**src/hdl/vtb_pkg.sv**
```systemverilog
// types, codes and bit positions shared by the box pair relations block
package vtb_pkg;

  localparam int BND_W = 64;
  localparam int FLG_W = 2;
  localparam int REL_W = 13;
  localparam int FLT_W = 3;

  typedef logic signed [BND_W-1:0] bnd_t;

  typedef struct packed {
    logic [FLG_W-1:0] flags;
    bnd_t             vlo;
    bnd_t             vhi;
    bnd_t             tlo;
    bnd_t             thi;
  } box_t;

  // lt: a below b, gt: b below a, eq: identical
  typedef struct packed {
    logic hx;
    logic ht;
    logic common;
    logic ovl;
    logic vlo_lt, vlo_gt, vlo_eq;
    logic vhi_lt, vhi_gt, vhi_eq;
    logic tlo_lt, tlo_gt, tlo_eq;
    logic thi_lt, thi_gt, thi_eq;
    logic a_left;
    logic a_right;
    logic a_before;
    logic a_after;
  } cmp_t;

  // intersection and union bounds per dimension
  typedef struct packed {
    bnd_t ivlo;
    bnd_t ivhi;
    bnd_t itlo;
    bnd_t ithi;
    bnd_t uvlo;
    bnd_t uvhi;
    bnd_t utlo;
    bnd_t uthi;
  } span_t;

  typedef enum logic [1:0] {
    BOX_OK           = 2'd0,
    BOX_EMPTY        = 2'd1,
    BOX_DIM_MISMATCH = 2'd2,
    BOX_GAP          = 2'd3
  } status_t;

  localparam logic KIND_INTERSECT = 1'b0;
  localparam logic KIND_UNION     = 1'b1;

  localparam logic [FLG_W-1:0] FLG_NONE = 2'd0;

  localparam logic signed [1:0] ORD_LESS    = -2'sd1;
  localparam logic signed [1:0] ORD_EQUAL   = 2'sd0;
  localparam logic signed [1:0] ORD_GREATER = 2'sd1;

  localparam int REL_CONTAINS   = 0;
  localparam int REL_CONTAINED  = 1;
  localparam int REL_OVERLAPS   = 2;
  localparam int REL_SAME       = 3;
  localparam int REL_ADJACENT   = 4;
  localparam int REL_LEFT       = 5;
  localparam int REL_OVERLEFT   = 6;
  localparam int REL_RIGHT      = 7;
  localparam int REL_OVERRIGHT  = 8;
  localparam int REL_BEFORE     = 9;
  localparam int REL_OVERBEFORE = 10;
  localparam int REL_AFTER      = 11;
  localparam int REL_OVERAFTER  = 12;

  localparam int FLT_NO_COMMON = 0;
  localparam int FLT_NO_VALUE  = 1;
  localparam int FLT_NO_TIME   = 2;

endpackage

```
**src/hdl/value_time_box_pair_relations_unit.sv**
```systemverilog
// top level of the value/time box pair relations unit
//
// Takes a pair of boxes, each with an optional Q32.32 value span and an
// optional microsecond time span, and returns the thirteen relation bits,
// the total order, strict equality, dimension faults and either the
// intersection or the union box (selected by kind) with its status.
//
// Input: a beat is taken at each clock edge where start is high and busy is
// low. busy is always low, so a new pair can be offered every cycle.
// Output: each result appears for exactly one cycle with done high; the
// receiver cannot stall, and there is no backpressure path.
// The pair is held in the input register and its results in the result register.
// Throughput: one pair per cycle, set by a single stage of parallel
// 64-bit compares and min/max muxing between the input and result registers.
// Reset (rst, synchronous) drops any pair in flight and clears done; no
// result comes out for a pair accepted before reset.
module value_time_box_pair_relations_unit (
  input  logic                               clk,
  input  logic                               rst,
  input  logic                               start,
  output logic                               busy,
  output logic                               done,
  input  logic                               kind,
  input  logic [vtb_pkg::FLG_W-1:0]          flags_a,
  input  logic signed [vtb_pkg::BND_W-1:0]   vlo_a,
  input  logic signed [vtb_pkg::BND_W-1:0]   vhi_a,
  input  logic signed [vtb_pkg::BND_W-1:0]   tlo_a,
  input  logic signed [vtb_pkg::BND_W-1:0]   thi_a,
  input  logic [vtb_pkg::FLG_W-1:0]          flags_b,
  input  logic signed [vtb_pkg::BND_W-1:0]   vlo_b,
  input  logic signed [vtb_pkg::BND_W-1:0]   vhi_b,
  input  logic signed [vtb_pkg::BND_W-1:0]   tlo_b,
  input  logic signed [vtb_pkg::BND_W-1:0]   thi_b,
  output logic [vtb_pkg::REL_W-1:0]          relation_bits,
  output logic signed [1:0]                  order,
  output logic                               equal,
  output logic [vtb_pkg::FLT_W-1:0]          check_faults,
  output logic [1:0]                         box_status,
  output logic [vtb_pkg::FLG_W-1:0]          out_flags,
  output logic signed [vtb_pkg::BND_W-1:0]   out_vlo,
  output logic signed [vtb_pkg::BND_W-1:0]   out_vhi,
  output logic signed [vtb_pkg::BND_W-1:0]   out_tlo,
  output logic signed [vtb_pkg::BND_W-1:0]   out_thi
);
  import vtb_pkg::*;

  // input register
  logic  in_valid;
  logic  in_kind;
  box_t  in_a;
  box_t  in_b;

  cmp_t              cmp;
  span_t             span;
  logic [REL_W-1:0]  rel_next;
  logic signed [1:0] order_next;
  logic              equal_next;
  logic [FLT_W-1:0]  faults_next;
  status_t           status_next;
  box_t              res_next;

  assign busy = 1'b0;

  always_ff @(posedge clk) begin
    if (rst) begin
      in_valid <= 1'b0;
    end else begin
      in_valid <= start & ~busy;
    end
  end

  always_ff @(posedge clk) begin
    if (start && !busy) begin
      in_kind <= kind;
      in_a    <= '{flags: flags_a, vlo: vlo_a, vhi: vhi_a, tlo: tlo_a, thi: thi_a};
      in_b    <= '{flags: flags_b, vlo: vlo_b, vhi: vhi_b, tlo: tlo_b, thi: thi_b};
    end
  end

  vtb_cmp u_cmp (
    .a (in_a),
    .b (in_b),
    .c (cmp),
    .s (span)
  );

  vtb_rel u_rel (
    .flags_a       (in_a.flags),
    .flags_b       (in_b.flags),
    .c             (cmp),
    .s             (span),
    .relation_bits (rel_next),
    .order         (order_next),
    .equal         (equal_next),
    .check_faults  (faults_next)
  );

  vtb_box u_box (
    .kind       (in_kind),
    .flags_a    (in_a.flags),
    .flags_b    (in_b.flags),
    .c          (cmp),
    .s          (span),
    .box_status (status_next),
    .res        (res_next)
  );

  // result register
  always_ff @(posedge clk) begin
    if (rst) begin
      done <= 1'b0;
    end else begin
      done <= in_valid;
    end
  end

  always_ff @(posedge clk) begin
    if (in_valid) begin
      relation_bits <= rel_next;
      order         <= order_next;
      equal         <= equal_next;
      check_faults  <= faults_next;
      box_status    <= status_next;
      out_flags     <= res_next.flags;
      out_vlo       <= res_next.vlo;
      out_vhi       <= res_next.vhi;
      out_tlo       <= res_next.tlo;
      out_thi       <= res_next.thi;
    end
  end

  a_done_follows_accept: assert property (@(posedge clk) disable iff (rst)
    done |-> $past(start && !busy, 2))
    else $error("result beat without an accepted input beat");

  a_fail_box_zero: assert property (@(posedge clk) disable iff (rst)
    (done && box_status != BOX_OK) |->
      (out_flags == '0 && out_vlo == '0 && out_vhi == '0 &&
       out_tlo == '0 && out_thi == '0))
    else $error("box fields not cleared on failed status");

  a_ok_box_has_dim: assert property (@(posedge clk) disable iff (rst)
    (done && box_status == BOX_OK) |-> out_flags != FLG_NONE)
    else $error("good box result with no dimension");

  a_no_common_rel: assert property (@(posedge clk) disable iff (rst)
    (done && check_faults[FLT_NO_COMMON]) |->
      (relation_bits[REL_ADJACENT:REL_CONTAINS] == '0 && box_status != BOX_OK))
    else $error("relation or box given without a common dimension");

  a_equal_order: assert property (@(posedge clk) disable iff (rst)
    (done && equal) |->
      (order == ORD_EQUAL &&
       relation_bits[REL_SAME] == !check_faults[FLT_NO_COMMON]))
    else $error("equal boxes not ordered equal or not same");

endmodule

```
**src/hdl/vtb_cmp.sv**
```systemverilog
// bound comparators and min/max selection shared by relations and box result
module vtb_cmp (
  input  vtb_pkg::box_t  a,
  input  vtb_pkg::box_t  b,
  output vtb_pkg::cmp_t  c,
  output vtb_pkg::span_t s
);
  import vtb_pkg::*;

  always_comb begin
    c.hx     = a.flags[0] & b.flags[0];
    c.ht     = a.flags[1] & b.flags[1];
    c.common = c.hx | c.ht;

    c.vlo_lt = a.vlo < b.vlo;
    c.vlo_gt = b.vlo < a.vlo;
    c.vlo_eq = a.vlo == b.vlo;
    c.vhi_lt = a.vhi < b.vhi;
    c.vhi_gt = b.vhi < a.vhi;
    c.vhi_eq = a.vhi == b.vhi;
    c.tlo_lt = a.tlo < b.tlo;
    c.tlo_gt = b.tlo < a.tlo;
    c.tlo_eq = a.tlo == b.tlo;
    c.thi_lt = a.thi < b.thi;
    c.thi_gt = b.thi < a.thi;
    c.thi_eq = a.thi == b.thi;

    c.a_left   = a.vhi < b.vlo;
    c.a_right  = b.vhi < a.vlo;
    c.a_before = a.thi < b.tlo;
    c.a_after  = b.thi < a.tlo;

    // disjoint in any shared dimension kills the overlap
    c.ovl = c.common
          & ~(c.hx & (c.a_left | c.a_right))
          & ~(c.ht & (c.a_before | c.a_after));

    s.ivlo = c.vlo_lt ? b.vlo : a.vlo;
    s.ivhi = c.vhi_gt ? b.vhi : a.vhi;
    s.itlo = c.tlo_lt ? b.tlo : a.tlo;
    s.ithi = c.thi_gt ? b.thi : a.thi;
    s.uvlo = c.vlo_gt ? b.vlo : a.vlo;
    s.uvhi = c.vhi_lt ? b.vhi : a.vhi;
    s.utlo = c.tlo_gt ? b.tlo : a.tlo;
    s.uthi = c.thi_lt ? b.thi : a.thi;
  end

endmodule

```
**src/hdl/vtb_rel.sv**
```systemverilog
// relation predicates, total order, equality and dimension faults
module vtb_rel (
  input  logic [vtb_pkg::FLG_W-1:0]  flags_a,
  input  logic [vtb_pkg::FLG_W-1:0]  flags_b,
  input  vtb_pkg::cmp_t              c,
  input  vtb_pkg::span_t             s,
  output logic [vtb_pkg::REL_W-1:0]  relation_bits,
  output logic signed [1:0]          order,
  output logic                       equal,
  output logic [vtb_pkg::FLT_W-1:0]  check_faults
);
  import vtb_pkg::*;

  logic adj;

  always_comb begin
    adj = (c.hx & (s.ivlo == s.ivhi)) | (c.ht & (s.itlo == s.ithi));

    relation_bits = '0;
    if (c.common) begin
      relation_bits[REL_CONTAINS]  = ~(c.hx & (c.vlo_gt | c.vhi_lt))
                                   & ~(c.ht & (c.tlo_gt | c.thi_lt));
      relation_bits[REL_CONTAINED] = ~(c.hx & (c.vlo_lt | c.vhi_gt))
                                   & ~(c.ht & (c.tlo_lt | c.thi_gt));
      relation_bits[REL_OVERLAPS]  = c.ovl;
      relation_bits[REL_SAME]      = (~c.hx | (c.vlo_eq & c.vhi_eq))
                                   & (~c.ht | (c.tlo_eq & c.thi_eq));
      relation_bits[REL_ADJACENT]  = c.ovl & adj;
    end
    if (c.hx) begin
      relation_bits[REL_LEFT]      = c.a_left;
      relation_bits[REL_OVERLEFT]  = ~c.vhi_gt;
      relation_bits[REL_RIGHT]     = c.a_right;
      relation_bits[REL_OVERRIGHT] = ~c.vlo_lt;
    end
    if (c.ht) begin
      relation_bits[REL_BEFORE]     = c.a_before;
      relation_bits[REL_OVERBEFORE] = ~c.thi_gt;
      relation_bits[REL_AFTER]      = c.a_after;
      relation_bits[REL_OVERAFTER]  = ~c.tlo_lt;
    end
  end

  // first differing key decides: tlo, vlo, thi, vhi, then flags
  always_comb begin
    if (c.ht && !c.tlo_eq) begin
      order = c.tlo_lt ? ORD_LESS : ORD_GREATER;
    end else if (c.hx && !c.vlo_eq) begin
      order = c.vlo_lt ? ORD_LESS : ORD_GREATER;
    end else if (c.ht && !c.thi_eq) begin
      order = c.thi_lt ? ORD_LESS : ORD_GREATER;
    end else if (c.hx && !c.vhi_eq) begin
      order = c.vhi_lt ? ORD_LESS : ORD_GREATER;
    end else if (flags_a < flags_b) begin
      order = ORD_LESS;
    end else if (flags_a > flags_b) begin
      order = ORD_GREATER;
    end else begin
      order = ORD_EQUAL;
    end
  end

  always_comb begin
    equal = (flags_a == flags_b) & c.vlo_eq & c.vhi_eq & c.tlo_eq & c.thi_eq;
    check_faults                = '0;
    check_faults[FLT_NO_COMMON] = ~c.common;
    check_faults[FLT_NO_VALUE]  = ~c.hx;
    check_faults[FLT_NO_TIME]   = ~c.ht;
  end

endmodule

```
**src/hdl/vtb_box.sv**
```systemverilog
// intersection or union box with its status
module vtb_box (
  input  logic                       kind,
  input  logic [vtb_pkg::FLG_W-1:0]  flags_a,
  input  logic [vtb_pkg::FLG_W-1:0]  flags_b,
  input  vtb_pkg::cmp_t              c,
  input  vtb_pkg::span_t             s,
  output vtb_pkg::status_t           box_status,
  output vtb_pkg::box_t              res
);
  import vtb_pkg::*;

  always_comb begin
    res        = '0;
    box_status = BOX_OK;
    if (kind == KIND_INTERSECT) begin
      if (!c.ovl) begin
        box_status = BOX_EMPTY;
      end else begin
        res.flags = {c.ht, c.hx};
        if (c.hx) begin
          res.vlo = s.ivlo;
          res.vhi = s.ivhi;
        end
        if (c.ht) begin
          res.tlo = s.itlo;
          res.thi = s.ithi;
        end
      end
    end else begin
      if (flags_a != flags_b || flags_a == FLG_NONE) begin
        box_status = BOX_DIM_MISMATCH;
      end else if (!c.ovl) begin
        box_status = BOX_GAP;
      end else begin
        res.flags = flags_a;
        if (c.hx) begin
          res.vlo = s.uvlo;
          res.vhi = s.uvhi;
        end
        if (c.ht) begin
          res.tlo = s.utlo;
          res.thi = s.uthi;
        end
      end
    end
  end

endmodule

```
**config.mk**
```make
export PLATFORM = sky130hd
export DESIGN_NAME = value_time_box_pair_relations_unit
export DESIGN_NICKNAME = d
export VERILOG_FILES = /design/src/hdl/vtb_pkg.sv /design/src/hdl/value_time_box_pair_relations_unit.sv /design/src/hdl/vtb_cmp.sv /design/src/hdl/vtb_rel.sv /design/src/hdl/vtb_box.sv
export SDC_FILE = /design/constraint.sdc
export NUM_CORES = 2
export LEC_CHECK = 0
export BUFFER_PORTS_ARGS = -buffer_cell sky130_fd_sc_hd__buf_4
export CAP_MARGIN = 20
export CORE_ASPECT_RATIO = 1.75
export CORE_MARGIN = 3
export CORE_UTILIZATION = 40
export CTS_CLUSTER_SIZE = 30
export DETAILED_ROUTE_END_ITERATION = 7
export GPL_TIMING_DRIVEN = 0
export SYNTH_ARGS = -nofsm -noshare
export SYNTH_HDL_FRONTEND = slang
export SYNTH_HIERARCHICAL = 1
export SYNTH_SLANG_ARGS = --single-unit
```
**constraint.sdc**
```tcl
create_clock -name clk -period 7.6 [get_ports clk]
set_input_delay 0.38 -clock clk [delete_from_list [all_inputs] [get_ports clk]]
set_output_delay 0.38 -clock clk [all_outputs]
set_load 0.01 [all_outputs]
```
; Word level (Yosys, flattened, before mapping)
; Cells that the tools add are included.
[totals]
reg_bits = 798
elab_cells = 132
in_bits = 520
output_inout_bits = 281
[op_classes]
order_cmp = 14
reduce_logical = 10
n_eq_ne = 8
bitwise_logic = 45
mux = 30
[op_table]
columns = op, count
row1 = 258-bit 2-to-1 mux, 4
row2 = 64-bit < comparator, 12
row3 = 128-bit 2-to-1 mux, 4
row4 = 64-bit 2-to-1 mux, 8
row5 = 64-bit equality test, 6
row6 = 2-bit 2-to-1 mux, 12
row7 = 1-bit bitwise AND, 22
row8 = 1-bit NOT, 13
row9 = 1-bit bitwise OR, 10
row10 = 1-bit logical AND, 4
row11 = 1-bit zero test, 4
row12 = 2-bit equality test, 1
row13 = 2-bit > comparator, 1
row14 = 2-bit zero test, 1
row15 = 2-bit < comparator, 1
row16 = 1-bit 2-to-1 mux, 2
row17 = 2-bit inequality test, 1
row18 = 1-bit logical OR, 1

; Depth between registers and ports, before layout
[depth]
ltp_word = 9
ltp_mapped = 17
mapped_depth_nobuf = 15

; By module
; The synthesis kept the hierarchy.
[by_module_without_submodules]
columns = mod, seq_area_each_um2, cells_each, n_inst, area_per_inst_um2
row1 = value_time_box_pair_relations_unit, 23943.0, 802, 1, 23966.7
row2 = vtb_cmp, 0.0, 2373, 1, 18542.8
row3 = vtb_box, 0.0, 870, 1, 4344.2
row4 = vtb_rel, 0.0, 241, 1, 1750.4

; Worst setup path after synthesis
; No wires, ideal clock.
[synth_path]
path_kind = register -> register
start = reg in_valid
end = reg box_status[0], enable pin
period_less_slack_ps = 7068
setup_slack_ps = 532
n_path_buf = 0
stages_incl_launch_ff = 1
t_arrival_ps = 6400
cell_sequence = dfxtp_1
[synth_lines]
columns = item, line
row1 = start: declaration, value_time_box_pair_relations_unit.sv:48  ; logic in_valid;
row2 = start signal: assignment, value_time_box_pair_relations_unit.sv:68  ; in_valid <= start & ~busy;
row3 = end signal: assignment, value_time_box_pair_relations_unit.sv:123  ; box_status <= status_next;
row4 = end: declaration, value_time_box_pair_relations_unit.sv:38  ; output logic [1:0] box_status,
; No word-level cell between the ends.

==> impl_metrics.yaml <==
route:
  avgRoutedWirePerCell_um: 27.4
  via_per_inst: 5.39
  first_iter_violations: 3342
  drtAntennaViolNets: 0
  post-route-drc-count: 0
  drt-total-wl_um: 203000
  first_pass_iters: 6
  via_count: 40000
sta:
  tns_ps: 0
  hold_violations: 0
  period_needed_ps: 6810
  rsz0062_at_grt: "no"
  fmax_ghz: 0.147
  relSlewSlack_pct: 11.1
  skew_ps: 22.4
  drv_slew: 0
  setup_viol: 0
  worstMarginPinSlew_ps: 1320
  fin_crit_sh_pct: 89.7
clock_tree:
  ctsResizeCount: 0
  cts_max_level: 3
  numClockSinks: 798
  clk_path_buf_depth: 3
  post_cts_buffers: 0
  postCtsHoldBufs: 518
  clkTransAtPathRegs_ps: 70
  ctsRootBufferMaster: "clkbuf_16"
  numCtsBuffers: 82
  clkLatencyLatePin_ps: 700
  tritoncts: "built"
place:
  portBuffers: 799
  gp_congestion: 0.985
  dpl.hpwl_um: 162000
  place_area_mm2: 0.0570
  dpl.cell_count: 6721
global_routing:
  grt_pass1_wl_um: 285000
  grt-ovfl-total: 0
  grt_max_degree: 114
  grt_usage_pct: 31.5
  antenna_found_initial: 39
  grt_pass1_vias: 40500
die:
  io_pins: 801
  rows: 168
  die_h_um: 467
  start_util_pct: 40.4
  dieArea_mm2: 0.126
  core_area_mm2: 0.120
  fp.dieW_um: 270
run:
  drv_cap: 0
worst_hold_path:
  min_path_type: "in2reg"
cells_and_area:
  fin_area_mm2: 0.0650
  finalNonFillerCells: 7416
  finalNetCount: 6738
  area_growth_pct: 33.8
  fillers: 10300
  drive_gt1_share_pct: 22.0
worst_setup_path:
  crit_chain: "inv_1 -> ha_1 -> nand4_1 -> or4_1 -> nor2_1 -> a211oi_1 -> o221ai_1 -> buf_2 -> buf_4 -> mux2_2 -> xnor2_1 -> nand4_1 -> nor2_1 -> nand4_1 -> o22ai_1"
  critPathLaunchType: "flip-flop"
  end_kind: "flip-flop"
  cp_slowest_cell: "xnor2_1"
  worstSetupPathType: "reg2reg"
  critical-path-top-delay-family: "simple AND/OR/NAND/NOR gates"
  crit_required_ps: 8130
  cp_common_cell: "nand4_1"
  slowest_delay_ps: 940
  critPathBufInv: 3
  arrival_ps: 7350
  cp_max_fo: 10
  r2r_slack_ps: 790
yosys:
  muxShareOfSynthArea_pct: 10.2
  ys_top_cells_by_count: "edfxtp_1, inv_1, ha_1"
  synth_top_area_share_pct: 49.2
  syn_area_mm2: 0.0486
  synth_cell_types: 79
  synthSimpleGateAreaFrac_pct: 7.97
  synth_edf_count: 796
  syn-num-nets: 5316
  yosysMostFrequentCell: "edfxtp_1"
  yosysSeqAreaShare_pct: 49.3
  yosysTopAreaCell: "edfxtp_1"
  synth_compound_gate_area_share_pct: 10.4
  ys_top_cells_by_area: "edfxtp_1, ha_1, inv_1, o31ai_1, mux2i_1"
  yosys.area_share.xor_xnor_pct: 1.96
  avgSynthCellArea_um2: 11.3
  synth_top_family_by_area: "adder cells"
  syn_inst: 4286
  yosys_warnings: 6
  synth_flop_cell: "edfxtp_1"
  async_flop_share_pct: 0
  ys_ff_latch: 798
  synth_fa_ha_area_share_pct: 13.1
pwr:
  p_leak_nw: 27.8
  ir_worst_vdd_uv: 183
  p_per_area_mw_per_mm2: 216
status:
  outcome: "finished, final reports clean"
[worst paths after layout]
check	from	end	cells past startpoint
worst max register to register	in_a[31]$_DFFE_PP_	relation_bits[4]$_DFFE_PP_	15
worst max-delay path	in_a[31]$_DFFE_PP_	relation_bits[4]$_DFFE_PP_	15
worst min-delay path	start	in_b[84]$_DFFE_PP_	1
worst min register to register	in_valid$_SDFF_PP0_	out_tlo[16]$_DFFE_PP_	0
[state kept, by name (all words and copies together), names as in the netlist, 3 cells and up]
register       cells
in_b             258
out_thi           64
in_a             258
out_tlo           64
out_vlo           64
relation_bits     13
check_faults       3
out_vhi           64
[cell families after synthesis]
| group | after synthesis |
|---|---|
| other cells | 1 |
| buf+inv | 833 |
| fa+ha+maj | 510 |
| flops | 798 |
| xor+xnor | 109 |
| compound gates | 769 |
| simple gates | 819 |
| mux | 447 |
[report_power, final]
group	total (W)	internal [W]	switching, W	leakage (nW)
registers	0.00552	0.00522	0.000298	7.38
logic	0.00423	0.00176	0.00247	19.1
clock network	0.00434	0.00243	0.00191	1.34
[layout by cell type, fill, tap and decap left out, types with 84 or more instances in the layout]
master           n
a21oi_1        162
buf_4          838
clkbuf_16       84
dlygate4sd3_1  518
edfxtp_1       796
ha_1           510
inv_1          677
mux2_2         166
mux2i_1        191
nand2_1        445
nand4_1        109
o21ai_0        159
o31ai_1        260
xnor2_1         99
[area by class of cell]
cell class / instances / area, um^2 / share of cell area, %
multi-input combinational: 2655 / 21300 / 32.7
antenna: 27 / 67.6 / 0.104
tap: 1615 / 2020 / 3.11
clock inverter: 56 / 666 / 1.02
buffer: 150 / 847 / 1.30
clock buffer: 94 / 2140 / 3.29
inverter: 683 / 2560 / 3.94
sequential: 798 / 23900 / 36.8
timing repair buffer: 1338 / 11500 / 17.7
[through the flow]
step	setup slack, ps	total power, W	hold WS, ps	utilization, %
after floorplan	532	0.00780	452	-
after global placement	-3650	0.00952	547	47.1
after detailed placement	629	0.00952	541	47.4
after CTS	589	0.0141	225	54.0
after global routing	661	0.0146	277	54.1
final	786	0.0141	213	54.1
[metal layers]
layer,global-route usage (%),part of all wire (%),vias up
li1,-,-,18500
met1,34.5,36,19300
met2,55.5,49,1748
met3,6.83,7.1,405
met4,19.4,7.1,30
met5,0,0.099,-
No activity file was read; power rests on OpenSTA's default activity.
